## config.mk

```make
export PLATFORM = sky130hd
export DESIGN_NAME = keyboard_scancode_decoder
export DESIGN_NICKNAME = d
export VERILOG_FILES = /design/src/sv/ksd_pkg.sv /design/src/sv/ksd_decode.sv /design/src/sv/keyboard_scancode_decoder.sv
export SDC_FILE = /design/constraint.sdc
export NUM_CORES = 1
export LEC_CHECK = 0
export BUFFER_PORTS_ARGS = -buffer_cell sky130_fd_sc_hd__buf_4
export CORE_ASPECT_RATIO = 1.1
export CORE_MARGIN = 3
export CORE_UTILIZATION = 25
export CTS_CLUSTER_SIZE = 30
export DETAILED_ROUTE_END_ITERATION = 7
export PLACE_DENSITY = 0.5
export SLEW_MARGIN = 20
export SYNTH_ARGS = -nofsm -noshare
export SYNTH_HDL_FRONTEND = slang
export SYNTH_SLANG_ARGS = --single-unit
```

## constraint.sdc

```tcl
create_clock -name aclk -period 6.3 [get_ports aclk]
set_clock_uncertainty 0.15 [all_clocks]
set_input_delay 0 -clock aclk [delete_from_list [all_inputs] [get_ports aclk]]
set_output_delay 0 -clock aclk [all_outputs]
set_load 0.03 [all_outputs]
```

## src/sv/ksd_pkg.sv

```systemverilog
// Shared types, codes and keymap ROM for the keyboard scancode decoder.
`default_nettype none

package ksd_pkg;

    localparam int SCANCODE_W = 8;
    localparam int CHAR_W     = 8;
    localparam int KIND_W     = 2;
    localparam int TDATA_W    = 16;
    localparam int TUSER_W    = 3;

    localparam logic [1:0] KEY_IGNORE = 2'd0;
    localparam logic [1:0] KEY_CHAR   = 2'd1;
    localparam logic [1:0] KEY_MOD    = 2'd2;

    localparam logic [1:0] MOD_SHIFT = 2'd0;
    localparam logic [1:0] MOD_CTRL  = 2'd1;
    localparam logic [1:0] MOD_META  = 2'd2;

    localparam logic [KIND_W-1:0] KIND_CHAR  = 2'd0;
    localparam logic [KIND_W-1:0] KIND_MOD   = 2'd1;
    localparam logic [KIND_W-1:0] KIND_OTHER = 2'd2;

    localparam logic [CHAR_W-1:0] META_BIT  = 8'h80;
    localparam logic [CHAR_W-1:0] CTRL_MASK = 8'h1F;

    typedef struct packed {
        logic [1:0]        key_type;
        logic [CHAR_W-1:0] plain;
        logic [CHAR_W-1:0] upper;
    } key_entry_t;

    typedef struct packed {
        logic meta;
        logic ctrl;
        logic shift;
    } flags_t;

    typedef struct packed {
        logic              char_valid;
        logic [CHAR_W-1:0] character;
        logic [KIND_W-1:0] kind;
        flags_t            flags;
    } result_t;

    function automatic key_entry_t keymap_lookup(input logic [6:0] key);
        key_entry_t entry;
        entry = '{KEY_IGNORE, 8'h00, 8'h00};
        case (key)
            7'h09: entry = '{KEY_CHAR, 8'h09, 8'h09};
            7'h0A: entry = '{KEY_MOD, {6'd0, MOD_CTRL}, {6'd0, MOD_CTRL}};
            7'h0C: entry = '{KEY_MOD, {6'd0, MOD_SHIFT}, {6'd0, MOD_SHIFT}};
            7'h0D: entry = '{KEY_MOD, {6'd0, MOD_SHIFT}, {6'd0, MOD_SHIFT}};
            7'h0F: entry = '{KEY_MOD, {6'd0, MOD_META}, {6'd0, MOD_META}};
            7'h10: entry = '{KEY_CHAR, 8'h1B, 8'h1B};
            7'h11: entry = '{KEY_CHAR, 8'h08, 8'h08};
            7'h12: entry = '{KEY_CHAR, 8'h0D, 8'h0D};
            7'h14: entry = '{KEY_CHAR, 8'h20, 8'h20};
            7'h15: entry = '{KEY_CHAR, 8'h7F, 8'h7F};
            7'h22: entry = '{KEY_CHAR, 8'h31, 8'h21};
            7'h23: entry = '{KEY_CHAR, 8'h32, 8'h22};
            7'h24: entry = '{KEY_CHAR, 8'h33, 8'h23};
            7'h25: entry = '{KEY_CHAR, 8'h34, 8'h24};
            7'h26: entry = '{KEY_CHAR, 8'h35, 8'h25};
            7'h27: entry = '{KEY_CHAR, 8'h36, 8'h26};
            7'h28: entry = '{KEY_CHAR, 8'h37, 8'h27};
            7'h29: entry = '{KEY_CHAR, 8'h38, 8'h28};
            7'h2A: entry = '{KEY_CHAR, 8'h39, 8'h29};
            7'h2B: entry = '{KEY_CHAR, 8'h30, 8'h30};
            7'h2C: entry = '{KEY_CHAR, 8'h2D, 8'h3D};
            7'h2D: entry = '{KEY_CHAR, 8'h5E, 8'h7E};
            7'h2E: entry = '{KEY_CHAR, 8'h5C, 8'h7C};
            7'h32: entry = '{KEY_CHAR, 8'h71, 8'h51};
            7'h33: entry = '{KEY_CHAR, 8'h77, 8'h57};
            7'h34: entry = '{KEY_CHAR, 8'h65, 8'h45};
            7'h35: entry = '{KEY_CHAR, 8'h72, 8'h52};
            7'h36: entry = '{KEY_CHAR, 8'h74, 8'h54};
            7'h37: entry = '{KEY_CHAR, 8'h79, 8'h59};
            7'h38: entry = '{KEY_CHAR, 8'h75, 8'h55};
            7'h39: entry = '{KEY_CHAR, 8'h69, 8'h49};
            7'h3A: entry = '{KEY_CHAR, 8'h6F, 8'h4F};
            7'h3B: entry = '{KEY_CHAR, 8'h70, 8'h50};
            7'h3C: entry = '{KEY_CHAR, 8'h40, 8'h60};
            7'h3D: entry = '{KEY_CHAR, 8'h5B, 8'h7B};
            7'h42: entry = '{KEY_CHAR, 8'h61, 8'h41};
            7'h43: entry = '{KEY_CHAR, 8'h73, 8'h53};
            7'h44: entry = '{KEY_CHAR, 8'h64, 8'h44};
            7'h45: entry = '{KEY_CHAR, 8'h66, 8'h46};
            7'h46: entry = '{KEY_CHAR, 8'h67, 8'h47};
            7'h47: entry = '{KEY_CHAR, 8'h68, 8'h48};
            7'h48: entry = '{KEY_CHAR, 8'h6A, 8'h4A};
            7'h49: entry = '{KEY_CHAR, 8'h6B, 8'h4B};
            7'h4A: entry = '{KEY_CHAR, 8'h6C, 8'h4C};
            7'h4B: entry = '{KEY_CHAR, 8'h3B, 8'h2B};
            7'h4C: entry = '{KEY_CHAR, 8'h3A, 8'h2A};
            7'h4D: entry = '{KEY_CHAR, 8'h5D, 8'h7D};
            7'h52: entry = '{KEY_CHAR, 8'h7A, 8'h5A};
            7'h53: entry = '{KEY_CHAR, 8'h78, 8'h58};
            7'h54: entry = '{KEY_CHAR, 8'h63, 8'h43};
            7'h55: entry = '{KEY_CHAR, 8'h76, 8'h56};
            7'h56: entry = '{KEY_CHAR, 8'h62, 8'h42};
            7'h57: entry = '{KEY_CHAR, 8'h6E, 8'h4E};
            7'h58: entry = '{KEY_CHAR, 8'h6D, 8'h4D};
            7'h59: entry = '{KEY_CHAR, 8'h2C, 8'h3C};
            7'h5A: entry = '{KEY_CHAR, 8'h2E, 8'h3E};
            7'h5B: entry = '{KEY_CHAR, 8'h2F, 8'h3F};
            7'h5C: entry = '{KEY_CHAR, 8'h5F, 8'h5F};
            default: entry = '{KEY_IGNORE, 8'h00, 8'h00};
        endcase
        return entry;
    endfunction

endpackage

`default_nettype wire

```

## src/sv/ksd_decode.sv

```systemverilog
// Keymap lookup, modifier flag update and character formation for one scancode.
`default_nettype none

module ksd_decode
    import ksd_pkg::*;
(
    input  wire logic [SCANCODE_W-1:0] scancode,
    input  wire flags_t                flags_in,
    output flags_t                     flags_next,
    output result_t                    result
);

    key_entry_t        entry;
    logic              held;
    logic [CHAR_W-1:0] ch;

    assign entry = keymap_lookup(scancode[6:0]);
    assign held  = ~scancode[7];

    always_comb begin
        flags_next        = flags_in;
        ch                = '0;
        result.char_valid = 1'b0;
        result.kind       = KIND_OTHER;
        if (entry.key_type == KEY_MOD) begin
            case (entry.plain[1:0])
                MOD_SHIFT: flags_next.shift = held;
                MOD_CTRL:  flags_next.ctrl  = held;
                default:   flags_next.meta  = held;
            endcase
            result.kind = KIND_MOD;
        end else if (entry.key_type == KEY_CHAR && held) begin
            ch = flags_in.shift ? entry.upper : entry.plain;
            if (flags_in.meta) begin
                ch = ch | META_BIT;
            end
            if (flags_in.ctrl) begin
                ch = ch & CTRL_MASK;
            end
            result.char_valid = 1'b1;
            result.kind       = KIND_CHAR;
        end
        result.character = ch;
        result.flags     = flags_next;
    end

endmodule

`default_nettype wire

```

## src/sv/keyboard_scancode_decoder.sv

```systemverilog
// Top level of the keyboard scancode decoder: input register, decode, result register.
//
// Usage:
//   Slave channel s_* carries one raw scancode per transaction in s_tdata[7:0]
//   (bit 7 set for a key release). Master channel m_* returns one result per
//   scancode, in order. m_tdata holds the character, then the shift, ctrl and
//   meta flags as they stand after that scancode; m_tuser holds char_valid and
//   the event kind (character press, modifier event, other).
//   A scancode accepted into the input register moves into the result register
//   when the master side is free (m_tready high or the result register empty),
//   and its result is then offered on m_*.
//   Throughput: one scancode per cycle while the receiver takes results; the keymap ROM lookup and flag update
//   fit between the two registers.
//   Reset (aresetn low at a clock edge) empties both registers and clears the
//   three modifier flags.
//   When the receiver stalls, the result register holds; if the input register
//   is empty, one more scancode is taken into it, and after that s_tready drops
//   until the result is taken.
`default_nettype none

module keyboard_scancode_decoder
    import ksd_pkg::*;
(
    input  wire logic               aclk,
    input  wire logic               aresetn,
    input  wire logic               s_tvalid,
    output logic                    s_tready,
    input  wire logic [7:0]         s_tdata,   // [7:0] scancode
    output logic                    m_tvalid,
    input  wire logic               m_tready,
    output logic [TDATA_W-1:0]      m_tdata,   // [7:0] character, [8] shift_held,
                                               // [9] ctrl_held, [10] meta_held
    output logic [TUSER_W-1:0]      m_tuser    // [0] char_valid, [2:1] kind
);

    logic                  in_valid_reg;
    logic [SCANCODE_W-1:0] scancode_reg;
    logic                  out_valid_reg;
    result_t               result_reg;
    flags_t                flags_reg;
    flags_t                flags_next;
    result_t               result_next;
    logic                  advance;
    logic                  fire;

    ksd_decode u_decode (
        .scancode   (scancode_reg),
        .flags_in   (flags_reg),
        .flags_next (flags_next),
        .result     (result_next)
    );

    assign advance  = ~out_valid_reg | m_tready;
    assign s_tready = ~in_valid_reg | advance;
    assign fire     = in_valid_reg & advance;

    always_ff @(posedge aclk) begin
        if (!aresetn) begin
            in_valid_reg  <= 1'b0;
            out_valid_reg <= 1'b0;
            flags_reg     <= '0;
        end else begin
            if (s_tready) begin
                in_valid_reg <= s_tvalid;
            end
            if (advance) begin
                out_valid_reg <= in_valid_reg;
            end
            if (fire) begin
                flags_reg <= flags_next;
            end
        end
    end

    always_ff @(posedge aclk) begin
        if (s_tvalid && s_tready) begin
            scancode_reg <= s_tdata;
        end
        if (fire) begin
            result_reg <= result_next;
        end
    end

    assign m_tvalid = out_valid_reg;
    assign m_tdata  = {5'd0, result_reg.flags.meta, result_reg.flags.ctrl,
                       result_reg.flags.shift, result_reg.character};
    assign m_tuser  = {result_reg.kind, result_reg.char_valid};

endmodule

`default_nettype wire

```

==> results of run 1 <==
kinds of logic (layout without fill, tap and decap cells):
family,count (synthesis),after routing
simple gates,110,110
compound gates,104,104
buf+inv,43,60
flops,38,38
mux,15,15
fa+ha+maj,8,8
xor+xnor,2,2
other cells,1,5
routing by layer:
layer | wire length (µm) | vias to the layer above | track usage
met4 | 267 | 0 | 0.0491
met1 | 3500 | 1283 | 0.168
met5 | 0 | - | 0
met3 | 684 | 27 | 0.0320
met2 | 3860 | 151 | 0.197
li1 | - | 1254 | -
critical path: stages (launching register included):
cell and delay, ps:
dfxtp_1 380, and3b_1 560, inv_8 150, nand2_4 200, inv_4 190, a21oi_2 350, inv_1 160, ha_1 530
nor4_1 110, a21oi_1 150, o221ai_1 140, a221o_1 350
layout by cell type, fill, tap and decap left out, drive strengths merged, types with 9 or more instances in the layout:
cell         netlist  routed
buf               24      27
edfxtp            22      22
nand2             19      19
a21oi             19      19
nor2              17      17
dfxtp             16      16
nand3             15      15
inv               15      15
o21ai             15      15
mux2i             14      14
nor3              12      12
o211ai            12      12
nand2b             9       9
dlygate4sd3        0       9
worst max-delay path by stage:
stage | cells past startpoint | end
after floorplan | 13 | u_decode.entry[9]
after global placement | 11 | u_decode.entry[9]
after detailed placement | 11 | u_decode.entry[9]
after CTS | 11 | u_decode.entry[9]
after global routing | 11 | u_decode.entry[9]
final | 11 | u_decode.entry[9]
layout make-up:
type	instances	area [µm²]
repair buffers	36	293
fillers	1220	8110
well taps	150	188
inverters	16	75.1
clock buffers	7	133
multi-input cells	244	1730
flip-flops and latches	38	981
clock inverters	1	30.0
power breakdown:
part / leakage, nW / switching (mW) / internal, mW
Sequential: 0.339 / 0.0130 / 0.282
Combinational: 0.844 / 0.118 / 0.0653
Clock: 0.0781 / 0.0972 / 0.187
Total: 1.26 / 0.228 / 0.534
per-stage QoR:
stage | utilization | cells | worst slack, ps
3_5_place_dp | 0.275 | 475 | 2790
5_1_grt | 0.297 | 492 | 2540
4_1_cts | 0.297 | 492 | 2800
2_1_floorplan | - | 325 | 3300
3_3_place_gp | 0.275 | 475 | 2900
6_report | 0.297 | 492 | 2770
==> impl_metrics.ini, run 1 <==
[status]
status = completed

[clock_tree]
clockBufferDepth = 2
root_buffer = clkbuf_16
htree_levels = 2
postCtsHoldBufs = 9
path_clk_slew_ps = 60
cts.sink_count = 38
post_cts_resize_count = 0
cts_tree = yes
cts-buffers-inserted = 5
post-cts-setup-buffer-count = 0
insertion_delay_ps = 290

[synthesis]
synth_most_common_cell = edfxtp_1
synth-xor-area-share = 0.00590
synth_compound_area_frac = 0.282
synth.top_cells.by_count = 22 x edfxtp_1, 18 x nand2_1, 17 x a21oi_1
synth_edf_count = 22
synth_seq_area_share = 0.331
synth-seq-cells = 38
synth_cell_types = 80
syn_area_um2 = 2970
async_flop_share = 0
synth_top_area_cell = edfxtp_1
synth_top_area_share = 0.223
synthMuxAreaShare = 0.0510
synth_ff_type = edfxtp_1
synth_top_family_by_area = compound AO/OA/AOI/OAI gates
yosys-top-cells-area = edfxtp_1 22%, dfxtp_1 11%, mux2i_1 4.7%, ha_1 3.4%, buf_6 3.0%
syn_inst = 321
synth_adder_area_share = 0.0337
yosysWarnings = 0
synthSimpleGateAreaFrac = 0.204
synth.avg_cell_area_um2 = 9.25

[critical_path]
cp_max_fo = 31
worst_r2r_endpoint = u_decode.entry[9]
reg2reg_depth = 11
setup.worst_path.start = in_valid_reg
end_kind = flop
worstPathArrival_ps = 3560
rrSetupSlack_ps = 2770
rr_startpoint = in_valid_reg
crit_path_start_kind = flop
path_class = flop to flop
crit_required_ps = 6330

[floorplan]
start_util = 0.257
fp.dieH_um = 120
die_area_um2 = 13200
rows = 41
die_x_um = 110
coreArea_um2 = 11500
io_pins = 33

[detailed_routing]
drt_iter0_drc = 402
viasPerCell = 5.52
ant_nets = 0
dr.pass1.iters = 6
vias = 2715
wl_per_cell_um = 16.9
drc = 0
drt-total-wl_um = 8310

[timing]
worstMarginPinSlew_ps = 891
rsz0062_at_grt = false
slew_violations = 0
max_freq_ghz = 0.283
relSlewSlack = 0.402
fin_crit_sh = 0.561
setup_tns_ps = 0
final-hold-violation-count = 0
whs_ps = 6.29
final.min_clock_period_ps = 3530
setup_violations = 0

[pwr]
total_power_mw = 0.763
powerDensity_nw_per_um2 = 222
vdd_drop_max_uv = 89.9
leakagePower_nw = 1.26

[global_routing]
grt_pass1_vias = 2470
grt.overflow.total = 0
groute.usage.overall = 0.127
grt_max_degree = 32
grt_pass1_wl_um = 13200
antenna_found_initial = 0

[cells_and_area]
layout-drive-gt1-share = 0.167
diodes = 0
fin_area_um2 = 3430
layout.nets = 361
synthToLayoutAreaGrowth_pct = 15.6

[min_path]
hp-start = m_tready
holdPathStages = 3
holdCritPathClass = input port to flop
min_to = m_tvalid

[placed_design]
placed_cell_area_um2 = 3180
dp_hpwl_um = 6100
place.gp.congestion = 0.946
port_buffers = 27

[flow_run]
maxCapViolCount = 0
Power figures use the tool's default switching activity.
==> run 2, diff against run 1 <==
--- a/config.mk
+++ b/config.mk
@@ -5,13 +5,14 @@
 export SDC_FILE = /design/constraint.sdc
 export NUM_CORES = 1
 export LEC_CHECK = 0
+export ABC_AREA = 1
 export BUFFER_PORTS_ARGS = -buffer_cell sky130_fd_sc_hd__buf_4
 export CORE_ASPECT_RATIO = 1.1
 export CORE_MARGIN = 3
 export CORE_UTILIZATION = 25
 export CTS_CLUSTER_SIZE = 30
 export DETAILED_ROUTE_END_ITERATION = 7
-export PLACE_DENSITY = 0.5
+export PLACE_DENSITY = 0.51
 export SLEW_MARGIN = 20
 export SYNTH_ARGS = -nofsm -noshare
 export SYNTH_HDL_FRONTEND = slang
==> constraint.sdc (replaced) <==
create_clock -name aclk -period 2.8 [get_ports aclk]
set_clock_uncertainty 0.15 [all_clocks]
set_input_delay 0 -clock aclk [delete_from_list [all_inputs] [get_ports aclk]]
set_output_delay 0 -clock aclk [all_outputs]
set_load 0.03 [all_outputs]
==> impl_metrics.ini, run 2 <==
[global_routing]
grt_pass1_wl_um = 11300
grt_max_degree = 21
groute.usage.overall = 0.121
antenna_found_initial = 0
grt_pass1_vias = 2325
grt.overflow.total = 0

[detailed_routing]
wl_met2_um = 3380
drt-total-wl_um = 6920
wl_per_cell_um = 13.6
ant_nets = 0
drc = 0
top_layer = met4
met1Wirelength_um = 2990
viasPerCell = 4.70
drt_iter0_drc = 214
wl_met3_um = 391
dr.pass1.iters = 6
vias = 2390

[timing]
slew_violations = 0
relSlewSlack = 0.627
max_freq_ghz = 0.406
final-hold-violation-count = 1
final.min_clock_period_ps = 2460
worstMarginPinSlew_ps = 559
setup_tns_ps = 0
rsz0062_at_grt = false
whs_ps = -9.15
fin_crit_sh = 0.880
setup_violations = 0

[synthesis]
synth_top_area_cell = edfxtp_1
syn_inst = 354
synth_edf_count = 22
synth_most_common_cell = nand2_1
synth.avg_cell_area_um2 = 7.35
async_flop_share = 0
synth_top_area_share = 0.254
synth_cell_types = 30
synth_ff_type = edfxtp_1
yosys-top-cells-area = edfxtp_1 25%, nand2_1 14%, dfxtp_1 12%, nand3_1 12%, inv_1 5.9%
syn_area_um2 = 2600
yosysWarnings = 0
synth.top_cells.by_count = 100 x nand2_1, 64 x nand3_1, 41 x inv_1
synth-seq-cells = 38
synth_seq_area_share = 0.377

[cells_and_area]
fin_area_um2 = 3080
layout.nets = 407
final_common_cell = nand2_1
diodes = 0
synthToLayoutAreaGrowth_pct = 18.6
layout_common_cells = 100 x nand2_1, 64 x nand3_1, 41 x inv_1
layout-drive-gt1-share = 0.165
instances_no_fill = 508

[floorplan]
coreArea_um2 = 9980
fp.dieH_um = 113
die_x_um = 103
rows = 38
start_util = 0.261
io_pins = 33
die_area_um2 = 11700

[critical_path]
worstPathArrival_ps = 2540
crit_required_ps = 2880
setup.worst_path.start = m_tready
rr_startpoint = m_tvalid
crit_path_start_kind = input port
path_class = input port to flop
end_kind = flop
cp_max_fo = 13

[placed_design]
dp.cells = 490
port_buffers = 27
dp_hpwl_um = 5220
placed_cell_area_um2 = 2840
place.gp.congestion = 0.925

[flow_run]
maxCapViolCount = 0

[clock_tree]
clockBufferDepth = 2
root_buffer = clkbuf_8
cts_tree = yes
path_clk_slew_ps = 80
cts-buffers-inserted = 5
insertion_delay_ps = 290
cts.sink_count = 38
htree_levels = 2

[status]
status = finished with violations
violations = hold timing

[pwr]
vdd_drop_max_uv = 239
leakagePower_nw = 1.44
powerDensity_nw_per_um2 = 526

[min_path]
holdCritPathClass = input port to flop
hp-start = s_tvalid
-- run 2: cell types whose count changed in the layout (fill, tap and decap cells not counted), sizes merged, moves of 7 or more --
cell    before  now
nand3       15   68
nand2b       9    0
and2         7    0
nand2       19  115
mux2i       14    0
nor3        12    2
o211ai      12    1
a31oi        7    0
nor2b        7    0
inv         15   45
-- run 2: what timing repair did --
item,in CTS,in global routing
endpoints found under the hold margin,15,0
hold buffers,10,0
setup buffers,0,0
endpoints found under the setup margin,0,3
resized for setup,0,2
-- run 2: kinds of logic (layout without fill, tap and decap cells) --
logic type,Yosys count,after routing,synth area share
buffers and inverters,61,91,0.120
and+or+nand+nor,210,210,0.383
other,1,5,0.00144
DFF,38,38,0.377
adders and majority gates,8,8,0.0385
AOI/OAI and AO/OA,36,36,0.0794
-- run 2: layout make-up --
| cell class | count | area (µm²) |
|---|---|---|
| clock buffers | 5 | 68.8 |
| clock inverters | 3 | 63.8 |
| fillers | 1108 | 6900 |
| inverters | 45 | 171 |
| multi-input cells | 259 | 1340 |
| flip-flops and latches | 38 | 981 |
| well taps | 120 | 150 |
| repair buffers | 38 | 310 |
-- run 2: metrics by stage --
| stage | setup slack (ps) | total power [mW] | hold WS (ps) | utilization |
|---|---|---|---|---|
| finish | 336 | 1.62 | -9.15 | 0.309 |
| global route | 124 | 1.71 | 15.5 | 0.309 |
| CTS | 207 | 1.63 | 40.8 | 0.307 |
| detailed placement | 283 | 1.07 | 39.2 | 0.284 |
| global placement | 303 | 1.07 | 29.7 | 0.284 |
| floorplan | 670 | 0.974 | -51.1 | - |
-- run 2: final timing paths --
kind	slack [ps]	cells past startpoint	endpoint
setup / recovery	340	13	u_decode.entry[4]
hold reg to reg	380	2	m_tdata[2]
hold / removal	-9	3	in_valid_reg
setup reg to reg	390	10	u_decode.entry[4]
-- run 2: report_power, final --
| part | switching, mW | internal (mW) | leakage (nW) |
|---|---|---|---|
| combinational | 0.285 | 0.131 | 1.03 |
| sequential | 0.0164 | 0.639 | 0.341 |
| clock | 0.198 | 0.353 | 0.0658 |
| total | 0.499 | 1.12 | 1.44 |
-- run 2: critical path: stages --
cell and delay (ps):
dlygate4sd3_1 530, buf_4 130, inv_1 110, nand3_4 200
nand2_8 180, nand2_1 60, nand2_1 190, ha_1 240
nand3_1 280, nand2_1 190, nand3_1 80, nor2_1 190
nand3b_1 140
-- run 2: layer usage --
metal / up-vias / global-route usage
met5: - / 0
met1: 1081 / 0.158
li1: 1207 / -
met4: 0 / 0.0406
met2: 91 / 0.203
met3: 11 / 0.0179
==> run 3, diff against run 2 <==
--- a/config.mk
+++ b/config.mk
@@ -7,12 +7,14 @@
 export LEC_CHECK = 0
 export ABC_AREA = 1
 export BUFFER_PORTS_ARGS = -buffer_cell sky130_fd_sc_hd__buf_4
+export CELL_PAD_IN_SITES_DETAIL_PLACEMENT = 0
+export CELL_PAD_IN_SITES_GLOBAL_PLACEMENT = 2
 export CORE_ASPECT_RATIO = 1.1
 export CORE_MARGIN = 3
 export CORE_UTILIZATION = 25
 export CTS_CLUSTER_SIZE = 30
 export DETAILED_ROUTE_END_ITERATION = 7
-export PLACE_DENSITY = 0.51
+export PLACE_DENSITY = 0.74
 export SLEW_MARGIN = 20
 export SYNTH_ARGS = -nofsm -noshare
 export SYNTH_HDL_FRONTEND = slang
==> impl_metrics.ini, run 3 (same netlist as run 2, synthesis figures left out) <==
[timing]
final-hold-violation-count = 0
relSlewSlack = 0.641
whs_ps = 21.9
final.min_clock_period_ps = 2530
timing.final.ws_setup_ps = 269
worstMarginPinSlew_ps = 537
max_freq_ghz = 0.395
setup_violations = 0
setup_tns_ps = 0
rsz0062_at_grt = false
slew_violations = 0
fin_crit_sh = 0.904

[cells_and_area]
layout_common_cells = 100 x nand2_1, 63 x nand3_1, 41 x inv_1
final_common_cell = nand2_1
regArea_um2 = 981
fillers = 1106
instances_no_fill = 508
synthToLayoutAreaGrowth_pct = 16.2
multi_input_area_um2 = 1330
layout.nets = 407
finalCoreUtilization = 0.303
layout-drive-gt1-share = 0.165
diodes = 0

[critical_path]
rrSetupSlack_ps = 340
endpoint = u_decode.entry[9]
path_class = input port to flop
setup.worst_path.start = m_tready
path_depth = 14
worstPathArrival_ps = 2600
cpPeakStageDelay_ps = 540
crit_family = simple AND/OR/NAND/NOR gates
slowest_stage = dlygate4sd3_1
cp_max_fo = 13
crit_buf_inv = 3
worst_r2r_endpoint = u_decode.entry[9]
end_kind = flop
reg2reg_depth = 11
crit_path_start_kind = input port
crit_required_ps = 2870
rr_startpoint = m_tvalid
crit_chain = dlygate4sd3_1 > buf_4 > inv_1 > nand3_2 > nand2_4 > nand2_1 > nand2_1 > ha_1 > nand3_1 > nand2_1 > nand3_1 > nor2_1 > nor2_1 > nand3_1

[detailed_routing]
wl_per_cell_um = 13.8
drc = 0
met1Wirelength_um = 3040
dr.pass1.iters = 4
viasPerCell = 4.66
ant_nets = 0
drt-total-wl_um = 7020
vias = 2367
wl_met3_um = 357
top_layer = met4
wl_met2_um = 3420
drt_iter0_drc = 171

[flow_run]
maxCapViolCount = 0

[clock_tree]
cts.sink_count = 38
root_buffer = clkbuf_8
cts_tree = yes
htree_levels = 2
clockBufferDepth = 2
path_clk_slew_ps = 80
insertion_delay_ps = 280
cts-buffers-inserted = 5

[global_routing]
grt_pass1_wl_um = 11800
antenna_found_initial = 0
groute.usage.overall = 0.127
grt_pass1_vias = 2342
grt_max_degree = 21
grt.overflow.total = 0

[min_path]
holdCritPathClass = input port to flop

[floorplan]
die_area_um2 = 11700
die_x_um = 103
coreArea_um2 = 9980
fp.dieH_um = 113
rows = 38
start_util = 0.261
io_pins = 33

[status]
status = completed

[pwr]
switchingPower_mw = 0.486
pwr-share-comb = 0.289
swShare = 0.341
seqPwrFrac = 0.461
power.internal_mw = 0.941
powerDensity_nw_per_um2 = 472
leakagePower_nw = 1.42
pwr-share-clk = 0.250
vdd_drop_max_uv = 140

[placed_design]
port_buffers = 27
post-place-ws_ps = 241
dp.cells = 490
dp_hpwl_um = 5410
place.gp.congestion = 0.859
run 3: metrics by stage:
stage / power (mW) / area (µm²)
6_report: 1.43 / 3020
3_3_place_gp: 1.08 / 2840
5_1_grt: 1.51 / 3020
4_1_cts: 1.44 / 3020
2_1_floorplan: 0.974 / 2620
3_5_place_dp: 1.07 / 2840
run 3: tightest hold or removal path: cells and delay by family:
| family | cells | cell delay, ps |
|---|---|---|
| buf+inv | 1 | 160 |
| simple gates | 1 | 160 |
| compound gates | 1 | 80 |
run 3: how the worst min path moves through the flow:
stage          startpoint  cells past startpoint  slack, ps         endpoint
2_1_floorplan  s_tdata[0]                      0        -50  scancode_reg[0]
3_3_place_gp   s_tdata[7]                      1         30  scancode_reg[7]
3_5_place_dp   s_tdata[7]                      1         30  scancode_reg[7]
4_1_cts          s_tvalid                      3         20     in_valid_reg
5_1_grt          s_tvalid                      3         60     in_valid_reg
6_report         s_tvalid                      3         20     in_valid_reg
run 3: timing repair:
item / 4_1_cts / 5_1_grt
setup buffers: 0 / 0
endpoints found under the hold margin: 13 / 0
resized for setup: 0 / 1
hold buffers: 10 / 0
setup endpoints to repair: 0 / 3
run 3: per-layer routing:
| layer | track usage | vias to the layer above |
|---|---|---|
| met5 | 0 | - |
| met1 | 0.161 | 1077 |
| met2 | 0.211 | 71 |
| met4 | 0.0509 | 0 |
| li1 | - | 1204 |
| met3 | 0.0228 | 15 |
run 3: area by class of cell:
| cell class | instances | share of cell area |
|---|---|---|
| Inverter | 45 | 0.0567 |
| Timing Repair Buffer | 38 | 0.103 |
| Clock buffer | 6 | 0.0240 |
| Multi-Input combinational cell | 259 | 0.439 |
| Clock inverter | 2 | 0.00290 |
| Tap cell | 120 | 0.0497 |
| Sequential cell | 38 | 0.325 |
run 3: power by group through the flow:
stage | combinational (mW) | sequential, mW | clock [mW]
6_report | 0.412 | 0.658 | 0.357
5_1_grt | 0.464 | 0.663 | 0.387
3_5_place_dp | 0.399 | 0.671 | 0
2_1_floorplan | 0.285 | 0.689 | 0
4_1_cts | 0.412 | 0.658 | 0.369
3_3_place_gp | 0.407 | 0.670 | 0
